$ cat config.mk
export PLATFORM = sky130hd
export DESIGN_NAME = ple_ctrl_flat
export DESIGN_NICKNAME = d
export VERILOG_FILES = /design/src/hdl/ple_pkg.sv /design/src/hdl/ple_ifs.sv /design/src/hdl/ple_ctrl.sv /design/src/flat_wrapper.sv
export VERILOG_INCLUDE_DIRS = /design/src /design/src/hdl
export SDC_FILE = /design/constraint.sdc
export NUM_CORES = 1
export LEC_CHECK = 0
export BUFFER_PORTS_ARGS = -buffer_cell sky130_fd_sc_hd__buf_4
export CAP_MARGIN = 15
export CORE_ASPECT_RATIO = 0.8
export CORE_MARGIN = 2
export CORE_UTILIZATION = 45
export DETAILED_ROUTE_END_ITERATION = 10
export PLACE_DENSITY = 0.75
export SLEW_MARGIN = 20
export SYNTH_ARGS = -nofsm -noshare
export SYNTH_HDL_FRONTEND = slang
export SYNTH_SLANG_ARGS = --single-unit
$ cat constraint.sdc
create_clock -name clk -period 5.7 [get_ports clk]
set_input_delay 0.285 -clock clk [delete_from_list [all_inputs] [get_ports clk]]
set_output_delay 0.285 -clock clk [all_outputs]
set_load 0.01 [all_outputs]
$ cat src/hdl/positional_list_engine_unit_macros.svh
// ----------------------------------------------------------------------------
// positional_list_engine_unit_macros.svh
// Assertion macros used by ple_ctrl of the positional list engine RTL.
// ----------------------------------------------------------------------------
`ifndef POSITIONAL_LIST_ENGINE_UNIT_MACROS_SVH
`define POSITIONAL_LIST_ENGINE_UNIT_MACROS_SVH

`ifndef SYNTHESIS
`define PLE_ASSERT(lbl, prop, msg) \
  lbl: assert property (@(posedge clk) disable iff (!rst_n) (prop)) else $error(msg);
`define PLE_ASSERT_IMP(lbl, ante, cons, msg) \
  lbl: assert property (@(posedge clk) disable iff (!rst_n) (ante) |-> (cons)) else $error(msg);
`define PLE_ASSERT_NXT(lbl, ante, cons, msg) \
  lbl: assert property (@(posedge clk) disable iff (!rst_n) (ante) |=> (cons)) else $error(msg);
`else
`define PLE_ASSERT(lbl, prop, msg)
`define PLE_ASSERT_IMP(lbl, ante, cons, msg)
`define PLE_ASSERT_NXT(lbl, ante, cons, msg)
`endif

`endif

$ cat src/hdl/ple_pkg.sv
`timescale 1ns / 1ps
// ----------------------------------------------------------------------------
// ple_pkg
// Constants, codes and types of the positional list engine.
// ----------------------------------------------------------------------------
package ple_pkg;

  localparam int CAPACITY = 64;
  localparam int ELEM_W   = 32;
  localparam int IDX_W    = $clog2(CAPACITY);
  localparam int LEN_W    = $clog2(CAPACITY + 1);

  localparam int OP_W     = 3;
  localparam int POS_W    = 7;
  localparam int DATA_W   = 32;
  localparam int ST_W     = 2;
  localparam int COUNT_W  = 7;
  localparam int CMP_W    = ((LEN_W > POS_W) ? LEN_W : POS_W) + 1;

  localparam logic [OP_W-1:0] OP_READ      = 3'd0;
  localparam logic [OP_W-1:0] OP_INSERT    = 3'd1;
  localparam logic [OP_W-1:0] OP_OVERWRITE = 3'd2;
  localparam logic [OP_W-1:0] OP_DELETE    = 3'd3;
  localparam logic [OP_W-1:0] OP_REVERSE   = 3'd4;

  localparam logic [ST_W-1:0] ST_OK     = 2'd0;
  localparam logic [ST_W-1:0] ST_BADPOS = 2'd1;
  localparam logic [ST_W-1:0] ST_FULL   = 2'd2;

  typedef logic [ELEM_W-1:0] elem_t;

  typedef enum logic [1:0] {
    ACT_HOLD,
    ACT_WRITE,
    ACT_INSERT,
    ACT_DELETE
  } store_act_t;

  typedef struct packed {
    store_act_t       act;
    logic [IDX_W-1:0] idx;
    elem_t            data;
  } store_cmd_t;

  typedef struct packed {
    logic [DATA_W-1:0]  read_value;
    logic [ST_W-1:0]    status;
    logic [COUNT_W-1:0] count;
  } result_t;

endpackage

$ cat src/hdl/ple_ifs.sv
`timescale 1ns / 1ps
// ----------------------------------------------------------------------------
// ple_ifs
// Request and result channel interfaces of the positional list engine.
// ----------------------------------------------------------------------------
interface ple_in_if;
  logic        valid;
  logic        ready;
  logic [2:0]  opcode;
  logic [6:0]  position;
  logic [31:0] value;

  modport source (output valid, output opcode, output position, output value,
                  input ready);
  modport sink   (input valid, input opcode, input position, input value,
                  output ready);
endinterface


$ cat src/hdl/ple_ctrl.sv
`timescale 1ns / 1ps
// ----------------------------------------------------------------------------
// ple_ctrl
// Request register, length/direction/null registers and request decode.
// ----------------------------------------------------------------------------
`include "positional_list_engine_unit_macros.svh"

module ple_ctrl
  import ple_pkg::*;
(
  input  logic              clk,
  input  logic              rst_n,
  ple_in_if.sink            in_ch,
  input  logic              cfg_we,
  input  logic [DATA_W-1:0] cfg_wdata,
  input  logic              adv,
  input  elem_t             rd_data,
  output logic [IDX_W-1:0]  rd_idx,
  output store_cmd_t        cmd,
  output logic              req_valid,
  output result_t           res
);

  logic              s1_valid_r;
  logic [OP_W-1:0]   op_r;
  logic [POS_W-1:0]  pos_r;
  elem_t             val_r;
  logic [LEN_W-1:0]  len_r, len_nxt;
  logic              rev_r, rev_nxt;
  logic [DATA_W-1:0] null_r;

  logic              fire;
  logic [CMP_W-1:0]  pos_x, len_x, phys_x;
  logic              in_list, ins_ok, full;
  logic [IDX_W-1:0]  phys;
  store_act_t        act;
  logic [DATA_W-1:0] rv;
  logic [ST_W-1:0]   st;

  assign in_ch.ready = !s1_valid_r || adv;
  assign fire        = s1_valid_r && adv;
  assign req_valid   = s1_valid_r;

  always_ff @(posedge clk) begin
    if (!rst_n) begin
      s1_valid_r <= 1'b0;
      len_r      <= '0;
      rev_r      <= 1'b0;
      null_r     <= '0;
    end else begin
      if (in_ch.ready) s1_valid_r <= in_ch.valid;
      len_r <= len_nxt;
      rev_r <= rev_nxt;
      if (cfg_we) null_r <= cfg_wdata;
    end
  end

  always_ff @(posedge clk) begin
    if (in_ch.valid && in_ch.ready) begin
      op_r  <= in_ch.opcode;
      pos_r <= in_ch.position;
      val_r <= ELEM_W'(in_ch.value);
    end
  end

  always_comb begin
    pos_x   = CMP_W'(pos_r);
    len_x   = CMP_W'(len_r);
    in_list = (pos_x != '0) && (pos_x <= len_x);
    ins_ok  = (pos_x != '0) && (pos_x <= len_x + CMP_W'(1));
    full    = (len_r == LEN_W'(CAPACITY));

    // reversed view: logical position p sits at physical len - p
    if (!rev_r) phys_x = pos_x - CMP_W'(1);
    else if (op_r == OP_INSERT) phys_x = len_x - pos_x + CMP_W'(1);
    else phys_x = len_x - pos_x;
    phys = phys_x[IDX_W-1:0];

    act     = ACT_HOLD;
    rv      = '0;
    st      = ST_BADPOS;
    len_nxt = len_r;
    rev_nxt = rev_r;
    unique case (op_r)
      OP_READ: begin
        rv = in_list ? DATA_W'(rd_data) : null_r;
        st = in_list ? ST_OK : ST_BADPOS;
      end
      OP_INSERT: begin
        if (!ins_ok) st = ST_BADPOS;
        else if (full) st = ST_FULL;
        else begin
          st      = ST_OK;
          act     = ACT_INSERT;
          len_nxt = len_r + LEN_W'(1);
        end
      end
      OP_OVERWRITE: begin
        st = in_list ? ST_OK : ST_BADPOS;
        if (in_list) act = ACT_WRITE;
      end
      OP_DELETE: begin
        st = in_list ? ST_OK : ST_BADPOS;
        if (in_list) begin
          act     = ACT_DELETE;
          len_nxt = len_r - LEN_W'(1);
        end
      end
      OP_REVERSE: begin
        st      = ST_OK;
        rev_nxt = !rev_r;
      end
      default: begin
      end
    endcase

    if (!fire) begin
      act     = ACT_HOLD;
      len_nxt = len_r;
      rev_nxt = rev_r;
    end
  end

  assign rd_idx         = phys;
  assign cmd.act        = act;
  assign cmd.idx        = phys;
  assign cmd.data       = val_r;
  assign res.read_value = rv;
  assign res.status     = st;
  assign res.count      = COUNT_W'(len_nxt);

  `PLE_ASSERT(a_len_bound, len_r <= LEN_W'(CAPACITY), "length above capacity")
  `PLE_ASSERT_NXT(a_ins_grow, fire && op_r == OP_INSERT && ins_ok && !full,
                  (len_r - $past(len_r)) == LEN_W'(1), "insert did not grow length")
  `PLE_ASSERT_NXT(a_del_shrink, fire && op_r == OP_DELETE && in_list,
                  ($past(len_r) - len_r) == LEN_W'(1), "delete did not shrink length")
  `PLE_ASSERT_NXT(a_rev_hold, !(fire && op_r == OP_REVERSE), $stable(rev_r),
                  "direction changed without reverse")
  `PLE_ASSERT_IMP(a_store_idle, !fire, cmd.act == ACT_HOLD, "cell update without transfer")

endmodule

$ cat src/flat_wrapper.sv
// flat-port wrapper written by rule: the top's interface ports become plain ports
module ple_ctrl_flat import ple_pkg::*;
  (clk, rst_n, cfg_we, cfg_wdata, adv, rd_data, rd_idx, cmd, req_valid, res, in_ch_valid, in_ch_opcode, in_ch_position, in_ch_value, in_ch_ready);
  ple_in_if in_ch_i ();
  input  logic clk;
  input  logic rst_n;
  input  logic cfg_we;
  input  logic [DATA_W-1:0] cfg_wdata;
  input  logic adv;
  input  elem_t rd_data;
  output logic [IDX_W-1:0] rd_idx;
  output store_cmd_t cmd;
  output logic req_valid;
  output result_t res;
  input wire logic [$bits(in_ch_i.valid)-1:0] in_ch_valid;
  input wire logic [$bits(in_ch_i.opcode)-1:0] in_ch_opcode;
  input wire logic [$bits(in_ch_i.position)-1:0] in_ch_position;
  input wire logic [$bits(in_ch_i.value)-1:0] in_ch_value;
  output wire logic [$bits(in_ch_i.ready)-1:0] in_ch_ready;
  assign in_ch_i.valid = in_ch_valid;
  assign in_ch_i.opcode = in_ch_opcode;
  assign in_ch_i.position = in_ch_position;
  assign in_ch_i.value = in_ch_value;
  assign in_ch_ready = in_ch_i.ready;
  ple_ctrl u_core (.clk(clk), .rst_n(rst_n), .in_ch(in_ch_i), .cfg_we(cfg_we), .cfg_wdata(cfg_wdata), .adv(adv), .rd_data(rd_data), .rd_idx(rd_idx), .cmd(cmd), .req_valid(req_valid), .res(res));
endmodule
==> results.cfg <==
[power_and_ir_drop]
combinationalPowerShare = 0.185
switchingPower_uw = 418
pwr-share-clk = 0.376
ir_drop_mv = 0.204
power_density_nw_per_um2 = 245
pwr-share-seq = 0.439
swShare = 0.266
internal_power_mw = 1.16
leakagePower_nw = 2.87

[layout]
utilization = 0.654
design_area_um2 = 6410
drive_above_1_share = 0.340
antenna_cells = 0
final_nets = 805
area_growth_pct = 39.3
fillCellCount = 821

[grt]
antenna_found_initial = 0
grt_pass1_wl_um = 21500
grt_start_max_net_pins = 43
grt_pass1_vias = 4291
grt_use_total = 0.251
overflow = 0

[outcome]
status = completed

[clocking]
postCtsSetupBuffers = 0
cts_root_buf = clkbuf_16
clk_latency_ns = 0.33
clock-sinks = 83
cts_hold_buffers = 0
cts_buffers = 9
cts.clk_slew.worst_paths_ns = 0.07
cts_tree = built
cts_max_path_buffers = 2
htree_levels = 3
post_cts_resized = 0

[sta]
slew_headroom = 0.322
worst_pin_slew_ns = 1.02
tns_ns = 0
min_period_ns = 4.07
hold_viol = 0
min_period_over_period = 0.715
slew_viol_final = 0
rsz0062_at_grt = false
finalSetupViolations = 0
fin_hold_ws_ns = 0.124
fin_skew_ns = 0.0107
max_freq_mhz = 246
fin_ws_ns = 1.63

[min_path]
hold_start = in_ch_value[2]
min_path_type = input port to register
hold_path_end = u_core.val_r[2]
min_path_cells = 1

[synthesis]
synth_top_area_frac = 0.274
synth_top_area_cell = edfxtp_1
avgSynthCellArea_um2 = 9.40
synth_ff_type = edfxtp_1
synthArstFlopShare = 0
netlist_instances = 490
netlist-cell-type-count = 57
ys_ff_latch = 83
synth-edff-count = 42
synth_area_um2 = 4600
synth_nets = 626
ys_top_cells_by_area = edfxtp_1 27%, dfxtp_1 18%, mux2i_1 7.8%
yosys_warnings = 0
ys_seq_area_frac = 0.452

[worst_setup_path]
slowest_stage = nand2_1
crit_path_cell_trace = inv_1 > ha_1 > a21oi_1 > a21oi_1 > o31ai_4 > nand2_1 > mux2_2 > o22a_1 > buf_4
arrival_ns = 3.79
r2r_start = u_core.len_r[1]
start_kind = register
slowest_delay_ns = 0.71
crit_type = register to primary output
r2r_end = u_core.len_r[2]
path_common_cell = a21oi_1
critPathMaxFanout = 33
worstPathRequired_ns = 5.41
crit_path_end_kind = primary output
r2r_cells = 10
r2r_setup_slack_ns = 2.42

[floorplan]
die_h_um = 94.5
start_util = 0.469
fp-row-count = 32
ios = 200
die_width_um = 117
coreArea_um2 = 9810
fp.dieArea_um2 = 11100

[placement]
dp_slack_ns = 2.03
post-dp-hpwl_um = 10700
portBuffers = 199
routabilityCongestion = 0.859
placed_area_um2 = 6110

[detailed_routing]
first_pass_iters = 4
postRouteAntennaNets = 0
vias = 4211
remaining_drc_errors = 0
wl_per_cell_um = 16.9
wirelength_um = 13700
dr.first_iter.drc_count = 236
viasPerCell = 5.20

[flow_run]
max_cap_violations = 0
-- worst max path at each step --
stage / startpoint / to / slack (ns) / cells after the start
finish: u_core.len_r[2] / res[7] / 1.63 / 9
global route: u_core.len_r[2] / res[7] / 1.30 / 9
CTS: u_core.len_r[2] / res[7] / 1.63 / 9
detailed placement: u_core.len_r[2] / res[7] / 2.03 / 9
global placement: u_core.len_r[3] / res[5] / 2.05 / 9
floorplan: u_core.len_r[2] / res[6] / 2.86 / 11
-- final cells by class --
cell class,instances,area [um2],area share
multi-input cells,359,2290,0.356
flip-flops and latches,83,2080,0.325
repair buffers,200,1510,0.235
clock buffers,9,225,0.0351
well taps,136,170,0.0265
clock inverters,7,80.1,0.0125
inverters,16,60.1,0.00937
-- through the flow --
stage | std cells | total power, mW
3_5_place_dp | 794 | 0.993
6_report | 810 | 1.57
5_1_grt | 810 | 1.64
4_1_cts | 810 | 1.59
3_3_place_gp | 793 | 0.986
2_1_floorplan | 490 | 0.858
-- worst max-delay path, delay by kind of cell, from the launching register on --
kind / cells / cell delay [ns]
compound gates: 4 / 0.89
fa+ha+maj: 1 / 0.42
buf+inv: 2 / 0.30
flops: 1 / 0.58
mux: 1 / 0.54
simple gates: 1 / 0.71
-- cell usage after synthesis (2+ instances only) --
master,number
nand2_1,82
nor2_1,49
a21oi_1,47
edfxtp_1,42
dfxtp_1,41
mux2i_1,36
ha_1,24
inv_1,16
nand3_1,16
clkbuf_1,15
xnor2_1,13
nand4_1,8
nor3_1,8
and2_1,6
buf_4,6
and3_1,5
xor2_1,5
a21o_1,4
buf_2,4
buf_6,4
nor3b_1,4
o21ai_0,4
a31oi_1,3
buf_1,3
nand3b_1,3
nor3_2,3
nor4_1,3
or3_1,3
a211o_1,2
a41oi_1,2
nand2b_1,2
nor2b_1,2
-- flip-flops by register name (all words and copies together), names as in the netlist --
register / flops
u_core.rev_r: 1
u_core.null_r: 32
u_core.pos_r: 7
u_core.len_r: 7
u_core.req_valid: 1
u_core.val_r: 32
u_core.op_r: 3
-- metal layers --
layer	up-vias	wire, um	track usage
met3	16	1020	0.0789
met4	0	242	0.0775
met1	1970	5620	0.314
li1	2079	-	-
met2	146	6770	0.416
met5	-	0	0
-- cell families after synthesis --
group	after synthesis	synth area share
simple gates	199	0.201
flops	83	0.452
compound gates	80	0.111
buf+inv	48	0.0516
mux	37	0.0807
fa+ha+maj	25	0.0696
xor+xnor	18	0.0342
-- power groups by stage --
| stage | Clock [mW] | Sequential, mW | Combinational, mW |
|---|---|---|---|
| finish | 0.591 | 0.691 | 0.291 |
| floorplan | 0 | 0.701 | 0.158 |
| detailed placement | 0 | 0.703 | 0.290 |
| CTS | 0.605 | 0.690 | 0.292 |
| global route | 0.628 | 0.695 | 0.320 |
| global placement | 0 | 0.702 | 0.284 |
-- cells in the final DEF (no fill, tap or decap), drive strengths merged, types with 6 or more instances in the layout --
| master | count |
|---|---|
| a21oi | 47 |
| and2 | 6 |
| buf | 200 |
| clkbuf | 9 |
| dfxtp | 41 |
| edfxtp | 42 |
| ha | 24 |
| inv | 20 |
| mux2i | 36 |
| nand2 | 82 |
| nand3 | 17 |
| nand4 | 8 |
| nor2 | 49 |
| nor3 | 11 |
| xnor2 | 13 |
(Power assumes the default switching activity.)
