<file path="src/hdl/positional_list_engine_unit_macros.svh">
// ----------------------------------------------------------------------------
// positional_list_engine_unit_macros.svh
// Assertion macros used by ple_ctrl of the positional list engine RTL.
// ----------------------------------------------------------------------------
`ifndef POSITIONAL_LIST_ENGINE_UNIT_MACROS_SVH
`define POSITIONAL_LIST_ENGINE_UNIT_MACROS_SVH

`ifndef SYNTHESIS
`define PLE_ASSERT(lbl, prop, msg) \
  lbl: assert property (@(posedge clk) disable iff (!rst_n) (prop)) else $error(msg);
`define PLE_ASSERT_IMP(lbl, ante, cons, msg) \
  lbl: assert property (@(posedge clk) disable iff (!rst_n) (ante) |-> (cons)) else $error(msg);
`define PLE_ASSERT_NXT(lbl, ante, cons, msg) \
  lbl: assert property (@(posedge clk) disable iff (!rst_n) (ante) |=> (cons)) else $error(msg);
`else
`define PLE_ASSERT(lbl, prop, msg)
`define PLE_ASSERT_IMP(lbl, ante, cons, msg)
`define PLE_ASSERT_NXT(lbl, ante, cons, msg)
`endif

`endif

</file>
<file path="src/hdl/ple_pkg.sv">
`timescale 1ns / 1ps
// ----------------------------------------------------------------------------
// ple_pkg
// Constants, codes and types of the positional list engine.
// ----------------------------------------------------------------------------
package ple_pkg;

  localparam int CAPACITY = 64;
  localparam int ELEM_W   = 32;
  localparam int IDX_W    = $clog2(CAPACITY);
  localparam int LEN_W    = $clog2(CAPACITY + 1);

  localparam int OP_W     = 3;
  localparam int POS_W    = 7;
  localparam int DATA_W   = 32;
  localparam int ST_W     = 2;
  localparam int COUNT_W  = 7;
  localparam int CMP_W    = ((LEN_W > POS_W) ? LEN_W : POS_W) + 1;

  localparam logic [OP_W-1:0] OP_READ      = 3'd0;
  localparam logic [OP_W-1:0] OP_INSERT    = 3'd1;
  localparam logic [OP_W-1:0] OP_OVERWRITE = 3'd2;
  localparam logic [OP_W-1:0] OP_DELETE    = 3'd3;
  localparam logic [OP_W-1:0] OP_REVERSE   = 3'd4;

  localparam logic [ST_W-1:0] ST_OK     = 2'd0;
  localparam logic [ST_W-1:0] ST_BADPOS = 2'd1;
  localparam logic [ST_W-1:0] ST_FULL   = 2'd2;

  typedef logic [ELEM_W-1:0] elem_t;

  typedef enum logic [1:0] {
    ACT_HOLD,
    ACT_WRITE,
    ACT_INSERT,
    ACT_DELETE
  } store_act_t;

  typedef struct packed {
    store_act_t       act;
    logic [IDX_W-1:0] idx;
    elem_t            data;
  } store_cmd_t;

  typedef struct packed {
    logic [DATA_W-1:0]  read_value;
    logic [ST_W-1:0]    status;
    logic [COUNT_W-1:0] count;
  } result_t;

endpackage

</file>
<file path="src/hdl/ple_ifs.sv">


interface ple_out_if;
  logic        valid;
  logic        ready;
  logic [31:0] read_value;
  logic [1:0]  status;
  logic [6:0]  count;

  modport source (output valid, output read_value, output status, output count,
                  input ready);
  modport sink   (input valid, input read_value, input status, input count,
                  output ready);
endinterface

</file>
<file path="src/hdl/ple_result.sv">
`timescale 1ns / 1ps
// ----------------------------------------------------------------------------
// ple_result
// Result register feeding the output channel.
// ----------------------------------------------------------------------------
module ple_result
  import ple_pkg::*;
(
  input  logic    clk,
  input  logic    rst_n,
  input  logic    req_valid,
  input  result_t res,
  output logic    adv,
  ple_out_if.source out_ch
);

  logic    out_valid_r;
  result_t res_r;

  assign adv = !out_valid_r || out_ch.ready;

  always_ff @(posedge clk) begin
    if (!rst_n) begin
      out_valid_r <= 1'b0;
    end else if (adv) begin
      out_valid_r <= req_valid;
    end
  end

  always_ff @(posedge clk) begin
    if (adv && req_valid) res_r <= res;
  end

  assign out_ch.valid      = out_valid_r;
  assign out_ch.read_value = res_r.read_value;
  assign out_ch.status     = res_r.status;
  assign out_ch.count      = res_r.count;

endmodule

</file>
<file path="src/flat_wrapper.sv">
// flat-port wrapper written by rule: the top's interface ports become plain ports
module ple_result_flat import ple_pkg::*;
  (clk, rst_n, req_valid, res, adv, out_ch_valid, out_ch_read_value, out_ch_status, out_ch_count, out_ch_ready);
  ple_out_if out_ch_i ();
  input  logic clk;
  input  logic rst_n;
  input  logic req_valid;
  input  result_t res;
  output logic adv;
  output wire logic [$bits(out_ch_i.valid)-1:0] out_ch_valid;
  output wire logic [$bits(out_ch_i.read_value)-1:0] out_ch_read_value;
  output wire logic [$bits(out_ch_i.status)-1:0] out_ch_status;
  output wire logic [$bits(out_ch_i.count)-1:0] out_ch_count;
  input wire logic [$bits(out_ch_i.ready)-1:0] out_ch_ready;
  assign out_ch_valid = out_ch_i.valid;
  assign out_ch_read_value = out_ch_i.read_value;
  assign out_ch_status = out_ch_i.status;
  assign out_ch_count = out_ch_i.count;
  assign out_ch_i.ready = out_ch_ready;
  ple_result u_core (.clk(clk), .rst_n(rst_n), .req_valid(req_valid), .res(res), .adv(adv), .out_ch(out_ch_i));
endmodule
</file>
<file path="config.mk">
export PLATFORM = sky130hd
export DESIGN_NAME = ple_result_flat
export DESIGN_NICKNAME = d
export VERILOG_FILES = /design/src/hdl/positional_list_engine_unit_macros.svh /design/src/hdl/ple_pkg.sv /design/src/hdl/ple_ifs.sv /design/src/hdl/ple_result.sv /design/src/flat_wrapper.sv
export SDC_FILE = /design/constraint.sdc
export NUM_CORES = 1
export LEC_CHECK = 0
export ABC_AREA = 1
export ABC_CLOCK_PERIOD_IN_PS = 4100
export BUFFER_PORTS_ARGS = -buffer_cell sky130_fd_sc_hd__buf_2
export CAP_MARGIN = 20
export CORE_MARGIN = 8
export CORE_UTILIZATION = 40
export DETAILED_ROUTE_END_ITERATION = 8
export HOLD_SLACK_MARGIN = 0.05
export PLACE_DENSITY_LB_ADDON = 0.12
export SLEW_MARGIN = 20
export SYNTH_ARGS = -nofsm -noshare
export SYNTH_HDL_FRONTEND = slang
export SYNTH_SLANG_ARGS = --single-unit
</file>
<file path="constraint.sdc">
create_clock -name clk -period 4.1 [get_ports clk]
set_input_delay 0.615 -clock clk [delete_from_list [all_inputs] [get_ports clk]]
set_output_delay 0.615 -clock clk [all_outputs]
set_load 0.03 [all_outputs]
</file>
==> results of run 1 <==
[cells in the mapped netlist (all sizes together)]
library cell,n,area share
inv,3,0.0088
dfxtp,1,0.016
a21oi,2,0.011
edfxtp,41,0.96
nand2,1,0.0049
[registers in the layout (all words and copies together) (netlist names)]
| signal | cells |
|---|---|
| u_core.out_ch.read_value | 32 |
| u_core.out_ch.count | 7 |
| u_core.out_ch.status | 2 |
| u_core.out_ch.valid | 1 |
[final cells by class]
| type | instances | area (um^2) | share of cell area |
|---|---|---|---|
| Sequential cell | 42 | 1251 | 0.6689 |
| Timing Repair Buffer | 88 | 462.9 | 0.2475 |
| Clock buffer | 8 | 58.81 | 0.03144 |
| Tap cell | 44 | 55.05 | 0.02943 |
| Inverter | 3 | 11.26 | 0.006020 |
| Multi-Input combinational cell | 3 | 31.28 | 0.01672 |
[metal layers]
| metal | routed length, um | vias up | GRT usage |
|---|---|---|---|
| met5 | 0 | - | 0 |
| met2 | 1490 | 49 | 0.1779 |
| li1 | - | 376 | - |
| met3 | 343 | 3 | 0.07555 |
| met1 | 987 | 364 | 0.09548 |
| met4 | 29 | 0 | 0.03333 |
[path summary, 6_finish.rpt]
kind         cells past startpoint                           end           startpoint  slack, ns
max reg2reg                      2  u_core.out_ch.read_value[20]  u_core.out_ch.valid       2.60
max                              4                           adv         out_ch_ready       2.46
min reg2reg                      2           u_core.out_ch.valid  u_core.out_ch.valid       0.53
min                              1  u_core.out_ch.read_value[11]              res[20]       0.44
[cells by family (layout without fill, tap and decap cells)]
logic type / after synthesis / after routing / share of synthesized area
compound gates: 2 / 2 / 0.01073
buf+inv: 3 / 99 / 0.008780
flops: 42 / 42 / 0.9756
simple gates: 1 / 1 / 0.004881
[worst max-delay path, cell delays in order]
cell	delay (ns)
buf_2	0.10
inv_2	0.07
nand2_2	0.06
buf_2	0.18
[power groups by stage]
stage	clock, mW	sequential (mW)	combinational [mW]
3_5_place_dp	0	0.516	0.114
6_report	0.201	0.506	0.112
3_3_place_gp	0	0.516	0.108
5_1_grt	0.225	0.509	0.117
2_1_floorplan	0	0.569	0.0103
4_1_cts	0.211	0.506	0.114
==> metrics, run 1 <==
final hold vios 0; Post-Syn Nets slightly above 90; WS Path Type in2out; first-pass GRT wire length roughly 4.0 mm; status finished clean; Sw Pwr just under 0.2 mW; Antenna diodes 0; clk root buf clkbuf_4; final setup fails 0; post-route non-filler standard cell count 188; later-pin clock latency in the skew report 0.34 ns; Initial Util 0.4201; clock-pin slew on the worst setup and hold paths between 0.1 and 0.15 ns; H-tree depth 2; Hold Crit Class in2reg; Ys Warns 0; crit path launch type input pin; post-placement cell area 1812 um^2; unique cell type count in the Yosys netlist 7; Detailed Place HPWL between 2 and 2.5 mm; total wire length between 2 and 3 mm; PwrDens around 440 nW/um^2; # Post-CTS Setup Buffers 0; Period minus WS final about 1.6 ns; die height a little over 70 um; number of port buffers 87; Setup TNS 0 ns; vias in the first global route between 800 and 900; Max Clock Freq between 600 and 700 MHz; RD Place Congestion around 0.64; Critical Path AT 1.02 ns; # DRC 0; PostCTS Resize Cnt 0; Worst slew margin 0.5057; most frequent cells in the layout 87 x buf_2, 41 x edfxtp_1, 5 x clkbuf_4; #FFs+latches synth 42; antenna violations before repair 0; grt total ovfl 0; GRT Util Overall 0.1047; RSZ-0062 raised after global routing false; Worst VDD drop 0.2613 mV; area delta synth->final 45.85%; Worst setup EP type primary output; Routed Antenna Nets 0; sw frac 0.2423; Die X roughly 73 um; final worst slack around 2.5 ns; final core occ 0.6127; post-synthesis instance area 1282 um^2; Reg power frac 0.618; commonest non-fill, non-tap cell in the layout buf_2; row count 20; Inst Count DP 180; syn_area_per_cell between 20 and 30 um^2; Tcrit/Tclk final 0.3998; DIE AREA 5274 um^2; Core Area approximately 3100 um^2; slew of the pin with the lowest slew margin between 0.7 and 0.8 ns; P_leak a little over 0.8 nW; Total Power 0.8186 mW; I/O pin count between 80 and 90; Filler Cell Count approximately 250; pre-CTS WS about 2.2 ns; max_cap viols 0; crit path max fanout 2; # clock sinks between 40 and 50; post-route cell area around 1900 um^2; Clk pwr share 0.245; Via density between 4 and 5; post-synthesis sequential area ratio 0.9756; Final Max Tran Viols 0; WL/cell roughly 15 um; initial DRC count 43; hold_buf cts 0; Fin Hold WS between 0.4 and 0.5 ns; Bufs on Longest Clock Path 2; drt pass-1 iters 4; proportion of layout cells with a drive suffix above 1 0.6806; Setup Skew between 0.01 and 0.015 ns; via count between 700 and 800; Int Power 0.6202 mW; nets 188; combinational power share 0.136; Syn Inst Count 48; Inserted Clock Buffers 5; pin count of the biggest net entering global routing 22; Worst EP required roughly 3.5 ns; CTS tree yes
(Power assumes the default switching activity.)
==> run 2, diff against run 1 <==
- ABC_AREA: 1 -> 0
- ABC_CLOCK_PERIOD_IN_PS: 4100 -> 1420
- CORE_UTILIZATION: 40 -> 36
- clock period: 4.1 -> 1.42 ns (I/O delays scaled with it)
==> run 2 against run 1 <==
Synthesized area rose by 0.49%. Global-route usage up 1.5 points. Sequential power grew to 2.9 times the previous value. Worst setup slack worse by 2.2 ns. Register-to-register slack worse by 2.3 ns. Total power increased to 3.4 times the previous value. Via count up 17%. Critical endpoint unchanged.
==> metrics, run 2 <==
Worst EP required about 1.2 ns; Reg power frac 0.529; Initial Util 0.3802; Worst setup EP type primary output; initial DRC count 60; RSZ-0062 raised after global routing false; nets between 200 and 250; met1 GRT Util 0.1041; first-pass GRT wire length a little under 5 mm; Setup TNS 0 ns; delay-heaviest family, CP flip-flops; Core Area around 3400 um^2; unique cell type count in the Yosys netlist 6; combinational power share 0.148; Syn Inst Count 46; area occupied by multi-input gates approximately 34 um^2; most frequent cells in the layout 87 x buf_2, 41 x dlygate4sd3_1, 41 x edfxtp_1; slowest CP cell dfxtp_1; critical-path cell list nand2b_4, buf_2; GR Layer Usage met3 0.07237; Setup Skew 0.007400 ns; WS Path Type reg2out; P_leak 1.001 nW; WL/cell 14.90 um; proportion of layout cells with a drive suffix above 1 0.5355; Die X approximately 76 um; syn_area_per_cell 28.02 um^2; Critical Path AT about 1 ns; row count 21; # clock sinks 42; Worst slew margin 0.8590; hold_buf cts a little over 40; Via density about 4.0; CP max stage delay around 0.40 ns; sw frac 0.2181; area leader, netlist edfxtp_1; Hold Crit Class in2reg; Largest register FFs 32; Antenna diodes 0; drt pass-1 iters 4; clk root buf clkbuf_4; later-pin clock latency in the skew report ~0.34 ns; final hold vios 0; commonest non-fill, non-tap cell in the layout buf_2; status finished clean; DIE AREA roughly 5800 um^2; fraction of registers with async set/reset 0; vias in the first global route around 1000; post-placement cell area between 1500 and 2000 um^2; I/O pin count 88; Post-synth EDFFs 41; area delta synth->final 79.51%; post-synthesis sequential area ratio 0.9709; #FFs+latches synth 42; antenna violations before repair 0; total wire length roughly 3.4 mm; register area 1251 um^2; GRT Max-Usage Layer met2; die height 75.83 um; Period minus WS final 1.189 ns; Tcrit/Tclk final 0.8372; crit path max fanout 3; # Post-CTS Setup Buffers 0; Clk pwr share 0.323; Worst VDD drop between 0.8 and 0.9 mV; GRT Util Overall 0.1199; Primary FF master, synth edfxtp_1; top area cells in the synthesized netlist edfxtp_1 96%, dfxtp_1 1.6%, nand2b_4 1.1%; Final Max Tran Viols 0; clock-pin slew on the worst setup and hold paths roughly 0.11 ns; CP bufs+invs 1; # DRC 0; max_cap viols 0; PostCTS Resize Cnt 0; count leader, synth edfxtp_1; Int Power around 2.2 mW; H-tree depth 2; RD Place Congestion ~0.72; grt total ovfl 0; Bufs on Longest Clock Path 2; post-route cell area 2313 um^2; number of port buffers 87; final setup fails 0; via count 925; Sw Pwr 0.6029 mW; crit path launch type flip-flop; pin count of the biggest net entering global routing between 40 and 50; slew of the pin with the lowest slew margin 0.2115 ns; Routed Antenna Nets 0; top-area cell type share of the netlist area 0.9553; Max Clock Freq between 800 and 900 MHz; Inserted Clock Buffers 5; post-synthesis instance area 1289 um^2; Ys Warns 0; Total Power ~2.8 mW; Filler Cell Count 238; met2 GRT Util 0.2262; CTS tree yes; PwrDens 1195 nW/um^2; Post-Syn Nets 91
==> run 2: worst paths after layout <==
kind / cells past startpoint / startpoint / slack, ns / endpoint
max: 2 / u_core.out_ch.valid / 0.23 / adv
min: 2 / rst_n / 0.10 / u_core.out_ch.valid
max reg2reg: 3 / u_core.out_ch.valid / 0.31 / u_core.out_ch.read_value[18]
min reg2reg: 2 / u_core.out_ch.valid / 0.52 / u_core.out_ch.valid
==> run 2: final cells by class <==
type	count	area share
Sequential cell	42	0.5408
Timing Repair Buffer	129	0.3743
Clock inverter	3	0.02758
Tap cell	46	0.02488
Clock buffer	5	0.01622
Multi-Input combinational cell	3	0.01460
Inverter	1	0.001622
==> run 2: metrics by stage <==
| stage | util | setup slack (ns) | hold slack (ns) | cells |
|---|---|---|---|---|
| 2_1_floorplan | - | 0.04840 | 0.3119 | 46 |
| 4_1_cts | 0.6825 | 0.2101 | 0.08797 | 229 |
| 3_5_place_dp | 0.5316 | 0.3027 | 0.3911 | 180 |
| 6_report | 0.6825 | 0.2312 | 0.1031 | 229 |
| 5_1_grt | 0.6825 | 0.1686 | 0.08617 | 229 |
| 3_3_place_gp | 0.5316 | 0.3247 | 0.3899 | 180 |
==> run 2: power by group through the flow <==
stage | Sequential [mW] | Clock [mW] | Combinational [mW]
CTS | 1.46 | 0.917 | 0.409
global placement | 1.49 | 0 | 0.318
floorplan | 1.64 | 0 | 0.0320
finish | 1.46 | 0.894 | 0.409
detailed placement | 1.49 | 0 | 0.322
global route | 1.47 | 0.967 | 0.431
==> run 2: logic make-up (layout without fill, tap and decap cells) <==
| logic type | count (synthesis) | in the layout | synth area share |
|---|---|---|---|
| compound gates | 1 | 1 | 0.008737 |
| buf+inv | 1 | 138 | 0.002910 |
| flops | 42 | 42 | 0.9709 |
| simple gates | 2 | 2 | 0.01747 |
==> run 2: per-layer routing <==
layer	vias up	wire length, um
met2	55	1834
met3	3	475
met4	0	25
li1	452	-
met1	415	1076
met5	-	0
==> run 3, diff against run 2 <==
- ABC_CLOCK_PERIOD_IN_PS: 1420 -> 1160
- CORE_UTILIZATION: 36 -> 40
- clock period: 1.42 -> 1.16 ns (I/O delays scaled with it)
==> run 3 against run 2 <==
Global-route usage increased by 2.5 points. Clock power decreased by 2%. First-iteration DRC count decreased by 38%. Wire length increased by 9.6%. Critical path depth increased by 1. Flip-flop and latch count unchanged. Register-to-register slack got worse by 0.26 ns. Utilization increased by 8.5 points. Largest cell class unchanged.
==> metrics, run 3 (synthesis results as in run 2) <==
status finished clean; # DRC 0; final hold vios 0; max_cap viols 0; RSZ-0062 raised after global routing false; initial DRC count 37; later-pin clock latency in the skew report 0.34 ns; final setup fails 0; startpoint of the worst hold path req_valid; crit path max fanout 20; Antenna diodes 0; Worst slew margin 0.8868; # Post-CTS Setup Buffers 0; Filler Cell Count around 190; Inserted Clock Buffers 5; drt pass-1 iters 2; slew of the pin with the lowest slew margin approximately 0.17 ns; hold endpoint u_core.out_ch.valid; Period minus WS final 1.107 ns; clk root buf clkbuf_4; total wire length 3.741 mm; Register-to-Register Path Depth 3; proportion of layout cells with a drive suffix above 1 0.5459; grt total ovfl 0; Hold Crit Class in2reg; most frequent cells in the layout 83 x buf_2, 42 x dlygate4sd3_1, 41 x edfxtp_1; number of port buffers 87; row count 20; Setup TNS 0 ns; Worst EP required roughly 1.2 ns; die height ~73 um; Setup Skew approximately 0.0063 ns; first-pass GRT wire length ~5.7 mm; post-route cell area 2342 um^2; Worst setup EP type flip-flop; Bufs on Longest Clock Path 2; register area ~1300 um^2; clock-pin slew on the worst setup and hold paths 0.11 ns; Routed Antenna Nets 0; Final Max Tran Viols 0; GRT Util Overall 0.1449; Via density around 4.2; Die X about 73 um; post-route non-filler standard cell count between 200 and 250; I/O pin count 88; vias in the first global route roughly 1200; commonest non-fill, non-tap cell in the layout buf_2; area delta synth->final 81.75%; reg-to-reg critical path startpoint u_core.out_ch.valid; area occupied by multi-input gates roughly 34 um^2; Worst Hold Path Cells 3; CTS tree yes; crit path launch type flip-flop; RD Place Congestion between 0.6 and 0.7; Initial Util 0.4221; nets between 200 and 250; Detailed Place HPWL roughly 2.4 mm; Critical Path AT between 1 and 1.5 ns; Inst Count DP ~180; Worst R2R Setup Slack 0.05 ns; WL/cell about 16 um; WS Path Type reg2reg; Largest register FFs 32; Core Area a little over 3000 um^2; pin count of the biggest net entering global routing 21; PwrDens 1364 nW/um^2; Tcrit/Tclk final 0.9542; H-tree depth 2; DIE AREA ~5300 um^2; Reg-to-Reg End u_core.out_ch.read_value[12]; P_leak ~1.0 nW; post-placement cell area around 1800 um^2; antenna violations before repair 0; via count ~960; # clock sinks 42; Total Power ~3.2 mW; Worst VDD drop around 0.97 mV; Max Clock Freq about 900 MHz
run 3: how the worst max path moves through the flow:
stage	from	to	slack, ns	cells past startpoint
6_report	u_core.out_ch.valid	u_core.out_ch.read_value[12]	0.05	3
5_1_grt	u_core.out_ch.read_value[30]	out_ch_read_value[30]	0.001	1
4_1_cts	u_core.out_ch.valid	adv	0.02	2
3_5_place_dp	u_core.out_ch.valid	u_core.out_ch.read_value[12]	0.08	3
3_3_place_gp	u_core.out_ch.valid	u_core.out_ch.read_value[12]	0.1	3
2_1_floorplan	u_core.out_ch.valid	u_core.out_ch.count[0]	-0.12	2
run 3: area by class of cell:
| class | count | area share |
|---|---|---|
| sequential | 42 | 0.5358 |
| timing repair buffer | 131 | 0.3916 |
| tap | 44 | 0.02350 |
| clock inverter | 3 | 0.01709 |
| clock buffer | 5 | 0.01603 |
| multi-input combinational | 3 | 0.01442 |
| inverter | 1 | 0.001603 |
run 3: power by group:
part	switching, mW	total, mW	internal, mW
logic	0.293	0.525	0.233
registers	0.0244	1.79	1.77
clock network	0.431	0.877	0.446
total	0.748	3.19	2.45
run 3: through the flow:
step	hold slack [ns]	setup slack, ns	utilization
after global placement	0.3503	0.09654	0.5971
after CTS	0.05038	0.01969	0.7611
after detailed placement	0.3521	0.07829	0.5971
final	0.06560	0.05308	0.7672
after floorplan	0.2729	-0.1211	-
after global routing	0.05112	0.001367	0.7672
run 3: critical path: stages (launching register included):
cell	delay [ns]
dfxtp_4	0.37
nand2b_4	0.08
and2_4	0.20
buf_12	0.17
run 3: metal layers:
| layer | share of wire | up-vias | GRT usage |
|---|---|---|---|
| met5 | 0 | - | 0 |
| met4 | 0.0072 | 0 | 0.04667 |
| met3 | 0.12 | 4 | 0.07967 |
| met2 | 0.57 | 58 | 0.2773 |
| met1 | 0.30 | 440 | 0.1207 |
| li1 | - | 457 | - |
run 3: timing repair:
item,4_1_cts,5_1_grt
resized for setup,1,9
pin swaps,0,0
hold buffers,42,0
hold endpoints to repair,42,0
setup endpoints to repair,1,4
